`config.mk`:
```
export PLATFORM = sky130hd
export DESIGN_NAME = char_lcd_nibble_write_sequencer_top_flat
export DESIGN_NICKNAME = d
export VERILOG_FILES = /design/src/rtl/core/lcdseq_pkg.sv /design/src/rtl/core/lcdseq_if.sv /design/src/rtl/core/lcdseq_word_unit.sv /design/src/rtl/core/lcdseq_ctrl.sv /design/src/rtl/core/char_lcd_nibble_write_sequencer_top.sv /design/src/flat_wrapper.sv
export VERILOG_INCLUDE_DIRS = /design/src /design/src/rtl/core
export SDC_FILE = /design/constraint.sdc
export NUM_CORES = 1
export LEC_CHECK = 0
export ABC_AREA = 1
export BUFFER_PORTS_ARGS = -buffer_cell sky130_fd_sc_hd__buf_4
export CAP_MARGIN = 40
export CORE_MARGIN = 1.5
export CORE_UTILIZATION = 43
export DETAILED_ROUTE_END_ITERATION = 7
export PLACE_DENSITY = 0.72
export SLEW_MARGIN = 20
export SYNTH_ARGS = -nofsm -noshare
export SYNTH_HDL_FRONTEND = slang
export SYNTH_SLANG_ARGS = --single-unit
```
`constraint.sdc`:
```
create_clock -name clk -period 3.1 [get_ports clk]
set_input_delay 0.465 -clock clk [delete_from_list [all_inputs] [get_ports clk]]
set_output_delay 0.465 -clock clk [all_outputs]
set_load 0.03 [all_outputs]
```
`src/rtl/core/assert_macros.svh`:
```
// assertion helpers shared by the rtl
`ifndef ASSERT_MACROS_SVH
`define ASSERT_MACROS_SVH

// same-cycle implication under reset
`define ASSERT_IMPLIES(label, clk, rst_n, ante, cons) \
    label: assert property (@(posedge clk) disable iff (!rst_n) (ante) |-> (cons)) \
        else $error("assertion failed: same-cycle implication");

// next-cycle implication under reset
`define ASSERT_NEXT(label, clk, rst_n, ante, cons) \
    label: assert property (@(posedge clk) disable iff (!rst_n) (ante) |=> (cons)) \
        else $error("assertion failed: next-cycle implication");

`endif

```
`src/rtl/core/lcdseq_pkg.sv`:
```
package lcdseq_pkg;

    // item command codes
    localparam logic [1:0] CMD_COMMAND = 2'd0;
    localparam logic [1:0] CMD_CHAR    = 2'd1;
    localparam logic [1:0] CMD_INIT    = 2'd2;
    localparam logic [1:0] CMD_CLEAR   = 2'd3;

    // kind of byte transfer the word unit performs
    localparam logic [1:0] KIND_ZERO = 2'd0;
    localparam logic [1:0] KIND_CMD  = 2'd1;
    localparam logic [1:0] KIND_CHR  = 2'd2;

    // seven port words per byte
    localparam logic [2:0] LAST_STEP = 3'd6;

    // lcd command bytes
    localparam logic [7:0] BYTE_CLEAR = 8'h01;
    localparam logic [7:0] BYTE_LINE2 = 8'hC0;
    localparam logic [7:0] BYTE_LINE1 = 8'h80;

    // port bit masks
    localparam logic [7:0] MASK_RS_CLR = 8'hFE;
    localparam logic [7:0] MASK_E_CLR  = 8'hFB;
    localparam logic [7:0] MASK_LOW    = 8'h0F;
    localparam logic [7:0] MASK_HIGH   = 8'hF0;
    localparam logic [7:0] BIT_E       = 8'h04;
    localparam logic [7:0] BIT_RS      = 8'h01;

    // hold times in ms
    localparam logic [5:0] HOLD_NONE  = 6'd0;
    localparam logic [5:0] HOLD_CMD   = 6'd1;
    localparam logic [5:0] HOLD_CHR_E = 6'd40;
    localparam logic [5:0] HOLD_POWER = 6'd20;
    localparam logic [5:0] EXTRA_INIT = 6'd5;
    localparam logic [5:0] EXTRA_CLR  = 6'd2;

    // request from the sequencer to the word unit
    typedef struct packed {
        logic       valid;
        logic [1:0] kind;
        logic [2:0] step;
        logic [7:0] data;
        logic [5:0] extra;
        logic       last;
    } word_req_t;

    // bytes of the power-up sequence, slot 0 is the cleared port word
    function automatic logic [7:0] init_byte(input logic [2:0] slot);
        logic [7:0] b;
        case (slot)
            3'd1:    b = 8'h33;
            3'd2:    b = 8'h32;
            3'd3:    b = 8'h28;
            3'd4:    b = 8'h06;
            3'd5:    b = 8'h01;
            3'd6:    b = 8'h0F;
            3'd7:    b = 8'h02;
            default: b = 8'h00;
        endcase
        return b;
    endfunction

endpackage

```
`src/rtl/core/lcdseq_if.sv`:
```
// input item channel
interface lcdseq_item_if;
    logic       valid;
    logic       ready;
    logic [1:0] cmd;
    logic [7:0] value;
    logic       string_start;

    modport source (output valid, output cmd, output value, output string_start, input ready);
    modport sink (input valid, input cmd, input value, input string_start, output ready);
endinterface

// port word channel
interface lcdseq_word_if;
    logic       valid;
    logic       ready;
    logic [7:0] pin_word;
    logic [5:0] hold_ms;
    logic       last;

    modport source (output valid, output pin_word, output hold_ms, output last, input ready);
    modport sink (input valid, input pin_word, input hold_ms, input last, output ready);
endinterface

```
`src/rtl/core/lcdseq_word_unit.sv`:
```
module lcdseq_word_unit
    import lcdseq_pkg::*;
(
    input  logic [7:0] port_image,
    input  word_req_t  req,
    output logic [7:0] word,
    output logic [5:0] hold
);

    localparam logic [2:0] OP_ZERO   = 3'd0;
    localparam logic [2:0] OP_CLR_RS = 3'd1;
    localparam logic [2:0] OP_SET_RS = 3'd2;
    localparam logic [2:0] OP_SET_E  = 3'd3;
    localparam logic [2:0] OP_CLR_E  = 3'd4;
    localparam logic [2:0] OP_HI     = 3'd5;
    localparam logic [2:0] OP_LO     = 3'd6;

    logic [2:0] op;

    // pick operation and hold for this step
    always_comb
    begin
        op   = OP_ZERO;
        hold = HOLD_NONE;
        case (req.kind)
            KIND_ZERO:
            begin
                op   = OP_ZERO;
                hold = HOLD_POWER;
            end
            KIND_CMD:
            begin
                hold = (req.step == LAST_STEP) ? HOLD_CMD + req.extra : HOLD_CMD;
                case (req.step)
                    3'd0:    op = OP_CLR_RS;
                    3'd1:    op = OP_SET_E;
                    3'd2:    op = OP_HI;
                    3'd3:    op = OP_CLR_E;
                    3'd4:    op = OP_SET_E;
                    3'd5:    op = OP_LO;
                    default: op = OP_CLR_E;
                endcase
            end
            KIND_CHR:
            begin
                case (req.step)
                    3'd0:    op = OP_SET_RS;
                    3'd1:    op = OP_HI;
                    3'd2:
                    begin
                        op   = OP_SET_E;
                        hold = HOLD_CHR_E;
                    end
                    3'd3:    op = OP_CLR_E;
                    3'd4:    op = OP_LO;
                    3'd5:
                    begin
                        op   = OP_SET_E;
                        hold = HOLD_CHR_E;
                    end
                    default:
                    begin
                        op   = OP_CLR_E;
                        hold = HOLD_CHR_E;
                    end
                endcase
            end
            default:
            begin
                op   = OP_ZERO;
                hold = HOLD_NONE;
            end
        endcase
    end

    // shared mask and nibble merge
    always_comb
    begin
        case (op)
            OP_CLR_RS: word = port_image & MASK_RS_CLR;
            OP_SET_RS: word = port_image | BIT_RS;
            OP_SET_E:  word = port_image | BIT_E;
            OP_CLR_E:  word = port_image & MASK_E_CLR;
            OP_HI:     word = (port_image & MASK_LOW) | (req.data & MASK_HIGH);
            OP_LO:     word = (port_image & MASK_LOW) | {req.data[3:0], 4'b0000};
            default:   word = 8'h00;
        endcase
    end

endmodule

```
`src/rtl/core/lcdseq_ctrl.sv`:
```
module lcdseq_ctrl
    import lcdseq_pkg::*;
#(
    parameter int LINE_CHARS = 16
)
(
    input  logic        clk,
    input  logic        rst_n,
    lcdseq_item_if.sink item_ch,
    input  logic        adv,
    output word_req_t   req
);

    localparam int PW = $clog2(2 * LINE_CHARS + 1);
    localparam logic [PW-1:0] LINE_POS = PW'(LINE_CHARS);
    localparam logic [PW-1:0] FULL_POS = PW'(2 * LINE_CHARS);
    localparam logic [PW-1:0] POS_ONE  = PW'(1);

    localparam logic ST_IDLE = 1'b0;
    localparam logic ST_RUN  = 1'b1;

    localparam logic [2:0] MODE_CMD      = 3'd0;
    localparam logic [2:0] MODE_CLEAR    = 3'd1;
    localparam logic [2:0] MODE_INIT     = 3'd2;
    localparam logic [2:0] MODE_CHR      = 3'd3;
    localparam logic [2:0] MODE_CHR_LB   = 3'd4;
    localparam logic [2:0] MODE_CHR_FULL = 3'd5;

    localparam logic [2:0] INIT_LAST_SLOT = 3'd7;

    logic          state_reg, state_next;
    logic [2:0]    mode_reg, mode_next;
    logic [2:0]    slot_reg, slot_next;
    logic [2:0]    step_reg, step_next;
    logic [7:0]    value_reg, value_next;
    logic [PW-1:0] pos_reg, pos_next;

    logic [PW-1:0] pos_start;
    logic [1:0]    kind;
    logic [7:0]    data;
    logic [5:0]    extra;
    logic          final_slot;
    logic          step_end;
    logic          accept;

    assign item_ch.ready = (state_reg == ST_IDLE);
    assign accept        = item_ch.valid && (state_reg == ST_IDLE);

    // byte to send in the current slot
    always_comb
    begin
        kind       = KIND_CMD;
        data       = value_reg;
        extra      = HOLD_NONE;
        final_slot = 1'b1;
        case (mode_reg)
            MODE_CMD:
            begin
                kind = KIND_CMD;
            end
            MODE_CLEAR:
            begin
                data  = BYTE_CLEAR;
                extra = EXTRA_CLR;
            end
            MODE_INIT:
            begin
                if (slot_reg == 3'd0)
                begin
                    kind       = KIND_ZERO;
                    final_slot = 1'b0;
                end
                else
                begin
                    data       = init_byte(slot_reg);
                    extra      = (slot_reg == 3'd1) ? EXTRA_INIT : HOLD_NONE;
                    final_slot = (slot_reg == INIT_LAST_SLOT);
                end
            end
            MODE_CHR:
            begin
                kind = KIND_CHR;
            end
            MODE_CHR_LB:
            begin
                if (slot_reg == 3'd0)
                begin
                    data       = BYTE_LINE2;
                    final_slot = 1'b0;
                end
                else
                begin
                    kind = KIND_CHR;
                end
            end
            MODE_CHR_FULL:
            begin
                if (slot_reg == 3'd0)
                begin
                    data       = BYTE_CLEAR;
                    final_slot = 1'b0;
                end
                else if (slot_reg == 3'd1)
                begin
                    data       = BYTE_LINE1;
                    final_slot = 1'b0;
                end
                else
                begin
                    kind = KIND_CHR;
                end
            end
            default:
            begin
                kind = KIND_CMD;
            end
        endcase
    end

    assign step_end = (kind == KIND_ZERO) || (step_reg == LAST_STEP);

    assign req.valid = (state_reg == ST_RUN);
    assign req.kind  = kind;
    assign req.step  = step_reg;
    assign req.data  = data;
    assign req.extra = extra;
    assign req.last  = final_slot && step_end;

    assign pos_start = item_ch.string_start ? '0 : pos_reg;

    // sequencer next state
    always_comb
    begin
        state_next = state_reg;
        mode_next  = mode_reg;
        slot_next  = slot_reg;
        step_next  = step_reg;
        value_next = value_reg;
        pos_next   = pos_reg;
        case (state_reg)
            ST_IDLE:
            begin
                if (accept)
                begin
                    state_next = ST_RUN;
                    slot_next  = 3'd0;
                    step_next  = 3'd0;
                    value_next = item_ch.value;
                    case (item_ch.cmd)
                        CMD_COMMAND: mode_next = MODE_CMD;
                        CMD_INIT:    mode_next = MODE_INIT;
                        CMD_CLEAR:   mode_next = MODE_CLEAR;
                        default:
                        begin
                            if (pos_start == LINE_POS)
                            begin
                                mode_next = MODE_CHR_LB;
                                pos_next  = pos_start + POS_ONE;
                            end
                            else if (pos_start >= FULL_POS)
                            begin
                                mode_next = MODE_CHR_FULL;
                                pos_next  = POS_ONE;
                            end
                            else
                            begin
                                mode_next = MODE_CHR;
                                pos_next  = pos_start + POS_ONE;
                            end
                        end
                    endcase
                end
            end
            default:
            begin
                if (adv)
                begin
                    if (step_end)
                    begin
                        step_next = 3'd0;
                        if (final_slot)
                        begin
                            state_next = ST_IDLE;
                        end
                        else
                        begin
                            slot_next = slot_reg + 3'd1;
                        end
                    end
                    else
                    begin
                        step_next = step_reg + 3'd1;
                    end
                end
            end
        endcase
    end

    // control registers
    always_ff @(posedge clk or negedge rst_n)
    begin
        if (!rst_n)
        begin
            state_reg <= ST_IDLE;
            mode_reg  <= MODE_CMD;
            slot_reg  <= 3'd0;
            step_reg  <= 3'd0;
            pos_reg   <= '0;
        end
        else
        begin
            state_reg <= state_next;
            mode_reg  <= mode_next;
            slot_reg  <= slot_next;
            step_reg  <= step_next;
            pos_reg   <= pos_next;
        end
    end

    // payload register
    always_ff @(posedge clk)
    begin
        value_reg <= value_next;
    end

endmodule

```
`src/rtl/core/char_lcd_nibble_write_sequencer_top.sv`:
```
// Character LCD 4-bit bus sequencer. Each accepted item (command byte, display
// character, power-up init or clear) is expanded into port words with RS on
// bit 0, enable on bit 2 and the data nibble on bits 7:4, each paired with its
// hold time in ms and a last flag on the final word of the item. One shared
// word unit produces one port word per cycle from the port image while the
// output register is empty or being drained. A command, clear or plain
// character makes 7 words, a character that starts the second line 14, one
// that wraps a full screen 21 (clear and home first) and init 50. The item
// channel is ready only while no item is in progress, so a new item is not
// taken before the last word of the current one is produced; the next item
// can be taken while the final word still sits in the output register.
`include "assert_macros.svh"

module char_lcd_nibble_write_sequencer_top
    import lcdseq_pkg::*;
#(
    parameter int LINE_CHARS = 16
)
(
    input  logic          clk,
    input  logic          rst_n,
    lcdseq_item_if.sink   item_ch,
    lcdseq_word_if.source word_ch
);

    word_req_t  req;
    logic [7:0] word;
    logic [5:0] hold;
    logic       adv;

    logic [7:0] port_image_reg;
    logic       out_valid_reg;
    logic [7:0] pin_reg;
    logic [5:0] hold_reg;
    logic       last_reg;

    // sequencer
    lcdseq_ctrl #(
        .LINE_CHARS (LINE_CHARS)
    ) u_ctrl (
        .clk     (clk),
        .rst_n   (rst_n),
        .item_ch (item_ch),
        .adv     (adv),
        .req     (req)
    );

    // shared port word unit
    lcdseq_word_unit u_word (
        .port_image (port_image_reg),
        .req        (req),
        .word       (word),
        .hold       (hold)
    );

    // advance when the output register is empty or being drained
    assign adv = req.valid && (!out_valid_reg || word_ch.ready);

    // port image and output valid
    always_ff @(posedge clk or negedge rst_n)
    begin
        if (!rst_n)
        begin
            port_image_reg <= 8'h00;
            out_valid_reg  <= 1'b0;
        end
        else
        begin
            if (adv)
            begin
                port_image_reg <= word;
                out_valid_reg  <= 1'b1;
            end
            else if (word_ch.ready)
            begin
                out_valid_reg <= 1'b0;
            end
        end
    end

    // output payload
    always_ff @(posedge clk)
    begin
        if (adv)
        begin
            pin_reg  <= word;
            hold_reg <= hold;
            last_reg <= req.last;
        end
    end

    assign word_ch.valid    = out_valid_reg;
    assign word_ch.pin_word = pin_reg;
    assign word_ch.hold_ms  = hold_reg;
    assign word_ch.last     = last_reg;

    // checks
    `ASSERT_NEXT(a_busy_after_accept, clk, rst_n, item_ch.valid && item_ch.ready, !item_ch.ready)
    `ASSERT_IMPLIES(a_hold_range, clk, rst_n, word_ch.valid, word_ch.hold_ms <= 6'd40)
    `ASSERT_IMPLIES(a_last_enable_low, clk, rst_n, word_ch.valid && word_ch.last, !word_ch.pin_word[2])

endmodule

```
`src/flat_wrapper.sv`:
```
// flat-port wrapper written by rule: the top's interface ports become plain ports
module char_lcd_nibble_write_sequencer_top_flat import lcdseq_pkg::*;
#(
    parameter int LINE_CHARS = 16
)
  (clk, rst_n, item_ch_valid, item_ch_cmd, item_ch_value, item_ch_string_start, item_ch_ready, word_ch_valid, word_ch_pin_word, word_ch_hold_ms, word_ch_last, word_ch_ready);
  lcdseq_item_if item_ch_i ();
  lcdseq_word_if word_ch_i ();
  input  logic clk;
  input  logic rst_n;
  input wire logic [$bits(item_ch_i.valid)-1:0] item_ch_valid;
  input wire logic [$bits(item_ch_i.cmd)-1:0] item_ch_cmd;
  input wire logic [$bits(item_ch_i.value)-1:0] item_ch_value;
  input wire logic [$bits(item_ch_i.string_start)-1:0] item_ch_string_start;
  output wire logic [$bits(item_ch_i.ready)-1:0] item_ch_ready;
  output wire logic [$bits(word_ch_i.valid)-1:0] word_ch_valid;
  output wire logic [$bits(word_ch_i.pin_word)-1:0] word_ch_pin_word;
  output wire logic [$bits(word_ch_i.hold_ms)-1:0] word_ch_hold_ms;
  output wire logic [$bits(word_ch_i.last)-1:0] word_ch_last;
  input wire logic [$bits(word_ch_i.ready)-1:0] word_ch_ready;
  assign item_ch_i.valid = item_ch_valid;
  assign item_ch_i.cmd = item_ch_cmd;
  assign item_ch_i.value = item_ch_value;
  assign item_ch_i.string_start = item_ch_string_start;
  assign item_ch_ready = item_ch_i.ready;
  assign word_ch_valid = word_ch_i.valid;
  assign word_ch_pin_word = word_ch_i.pin_word;
  assign word_ch_hold_ms = word_ch_i.hold_ms;
  assign word_ch_last = word_ch_i.last;
  assign word_ch_i.ready = word_ch_ready;
  char_lcd_nibble_write_sequencer_top #(.LINE_CHARS(LINE_CHARS)) u_core (.clk(clk), .rst_n(rst_n), .item_ch(item_ch_i), .word_ch(word_ch_i));
endmodule
```
==> impl_results.md <==
- Status: completed
- Slew Limit Fails: 0
- GP Congestion: 0.8955
- Worst setup EP type: flip-flop
- Final wirelength: 5.758 mm
- Setup Total Neg Slack: 0 ns
- Syn_area_per_cell: 8.219 um^2
- Clock Skews: 0.007255 ns
- H-tree depth: 2
- RSZ-0062 raised after global routing: no
- IO Pins: 32
- # resized after CTS: 0
- Vias per cell: 5.227
- Worst VDD drop: 0.0004840 V
- DR vias: 2394
- N_diodes: 0
- Leak pwr: 1.635 nW
- Worst slack, placed: 0.1665 ns
- Synthesized area: 0.002803 mm^2
- Fin. Hold Viols: 0
- DR DRC count: 0
- Gr ovfl total: 0
- Post-Syn Nets: 373
- Post-DP HPWL: 4.383 mm
- Initial Util: 44.39%
- Crit start category: flip-flop
- Die Ht: 83.74 um
- Register area share after synthesis: 46.96%
- Area Growth Syn to Fin: 18.44%
- Cell taking the most area after synthesis: edfxtp_1
- Post-CTS setup buffer count: 0
- Ranking of synthesized cells by area: edfxtp_1 (25%), dfrtp_1 (22%), nand2_1 (12%), ha_1 (7.6%), inv_1 (6.2%)
- Yosys cell types: 29
- Crit path max fanout: 10
- Max-cap violation count: 0
- Final setup viols: 0
- First-pass GRT wire length: 9.770 mm
- DR iter-0 viols: 127
- Post-synthesis register bit count: 48
- Clock tree root driver cell: clkbuf_8
- Final #Nets: 412
- Die W: 83.74 um
- Rel. slew slack: 64.03%
- Post-CTS Hold Buffers: 0
- Antenna violations before repair: 0
- Tot GR Track Use: 17.24%
- Clk pin slew, worst setup/hold paths: 0.09 ns
- Worst skew pair latency: 0.31 ns
- Pwr dens: 1132 mW/mm^2
- Num Clock Sinks: 48
- CTS tree: yes
- Hold Crit Class: in2async
- Largest net degree at the start of global routing: 26
- Die ar.: 0.007012 mm^2
- DRT antenna net count: 0
- Crit path DAT: 3.11 ns
- Cells after synthesis: 341
- Share of layout cells above drive strength 1: 17.06%
- Vias in the first global route: 2238
- I/O Buffers: 31
- Core ar.: 0.006314 mm^2
- Top-area cell type share of the netlist area: 24.64%
- Max Clock Freq: 0.3505 GHz
- Std cell rows: 29
- Post-DR wirelength/cell: 12.57 um
- Worst Path Required: 3.35 ns
- Final Cycle Share: 92.03%
- TritonRoute pass-1 iters: 4
- Longest Clk Path Bufs: 2
- Ys Warns: 0
- Final setup margin: 0.2472 ns
- Post-route minimum period: 2.853 ns
- Critical path class: reg2reg
- Worst Max-Slew Pin Slew: 0.5375 ns
- Cts bufs inserted: 5
==> worst paths after layout <==
kind / startpoint / endpoint / slack [ns] / cells past startpoint
setup / recovery: u_core.u_ctrl.slot_reg[1] / u_core.port_image_reg[5] / 0.25 / 18
hold / removal: rst_n / u_core.port_image_reg[3] / 0.06 / 1
setup reg to reg: u_core.u_ctrl.slot_reg[1] / u_core.port_image_reg[5] / 0.25 / 18
hold reg to reg: u_core.port_image_reg[5] / u_core.port_image_reg[5] / 0.49 / 2
max in group asynchronous: rst_n / u_core.u_ctrl.pos_reg[0] / 2.78 / 1
min in group clk: item_ch_value[3] / u_core.u_ctrl.value_reg[3] / 0.33 / 1
==> cells by family after synthesis <==
| group | count (synthesis) | synth area share [%] |
|---|---|---|
| simple gates | 180 | 28.66 |
| buf+inv | 50 | 6.741 |
| flops | 48 | 46.96 |
| compound gates | 42 | 8.794 |
| fa+ha+maj | 17 | 7.589 |
| xor+xnor | 4 | 1.250 |
==> cell usage in the layout (no fill, tap or decap), types with 10 or more instances in the layout <==
cell type | synthesis | routed
nand2_1 | 92 | 92
dfrtp_1 | 25 | 25
nand4_1 | 10 | 10
o21ai_0 | 21 | 21
ha_1 | 17 | 15
nor2_1 | 27 | 25
nand3_1 | 31 | 31
inv_1 | 46 | 45
buf_4 | 0 | 33
edfxtp_1 | 23 | 23
==> Yosys cell counts (all sizes together) <==
master and instances:
nand4 10, o31ai 1, dfrtp 25, buf 1
o22ai 2, xnor2 2, and2 1, edfxtp 23
a22oi 1, o21ai 23, nor2 29, xor2 2
nand3 31, inv 48, a211oi 1, nand2 103
ha 17, a21oi 7, nor3 5, clkinv 1
or2 1, o211ai 7
==> area by class of cell <==
type,count,area (um^2)
multi-input cells,243,1316
clock inverters,3,90.09
clock buffers,5,68.82
inverters,49,183.9
well taps,77,96.34
flip-flops and latches,48,1316
repair buffers,33,247.7
fillers,622,2994
==> power breakdown <==
| group | total [W] | leakage [nW] | internal [W] | switching [W] |
|---|---|---|---|---|
| sequential | 0.00105 | 0.546 | 0.000917 | 0.000130 |
| combinational | 0.00210 | 1.01 | 0.000673 | 0.00142 |
| clock | 0.000613 | 0.0784 | 0.000403 | 0.000210 |
| total | 0.00376 | 1.63 | 0.00199 | 0.00176 |
==> stage by stage <==
| step | hold WS [ns] | area, um^2 | power (W) | cells | utilization (%) |
|---|---|---|---|---|---|
| finish | 0.05549 | 3319 | 0.003757 | 458 | 52.58 |
| global route | 0.07496 | 3319 | 0.004068 | 458 | 52.58 |
| CTS | 0.06973 | 3303 | 0.003724 | 458 | 52.32 |
| detailed placement | 0.4033 | 3144 | 0.003107 | 450 | 49.80 |
| global placement | 0.3921 | 3144 | 0.003051 | 450 | 49.80 |
| floorplan | 0.1694 | 2803 | 0.002579 | 341 | - |
==> worst max-delay path, cell delays in order, from the launching register on <==
cell and delay (ns):
dfrtp_1 0.43, inv_1 0.13, ha_2 0.24, nand2_4 0.10, nor3_1 0.27, a21oi_1 0.10
nand2_1 0.09, nor2_2 0.05, inv_1 0.09, ha_2 0.28, inv_1 0.15, nand2_2 0.13
nor2_4 0.16, nand2_2 0.11, nand2_2 0.14, nand3_1 0.12, nand2_1 0.10, nand2_1 0.06
nand2_1 0.07
==> metal layers <==
layer	share of wire (%)	global-route usage (%)	routed length, um	up-vias
li1	-	-	-	1197
met1	45	21.57	2616	1115
met2	48	28.89	2762	65
met3	4.0	3.561	229	17
met4	2.6	7.452	149	0
met5	0	0	0	-
Note: power is estimated with default switching activity, not from simulation.
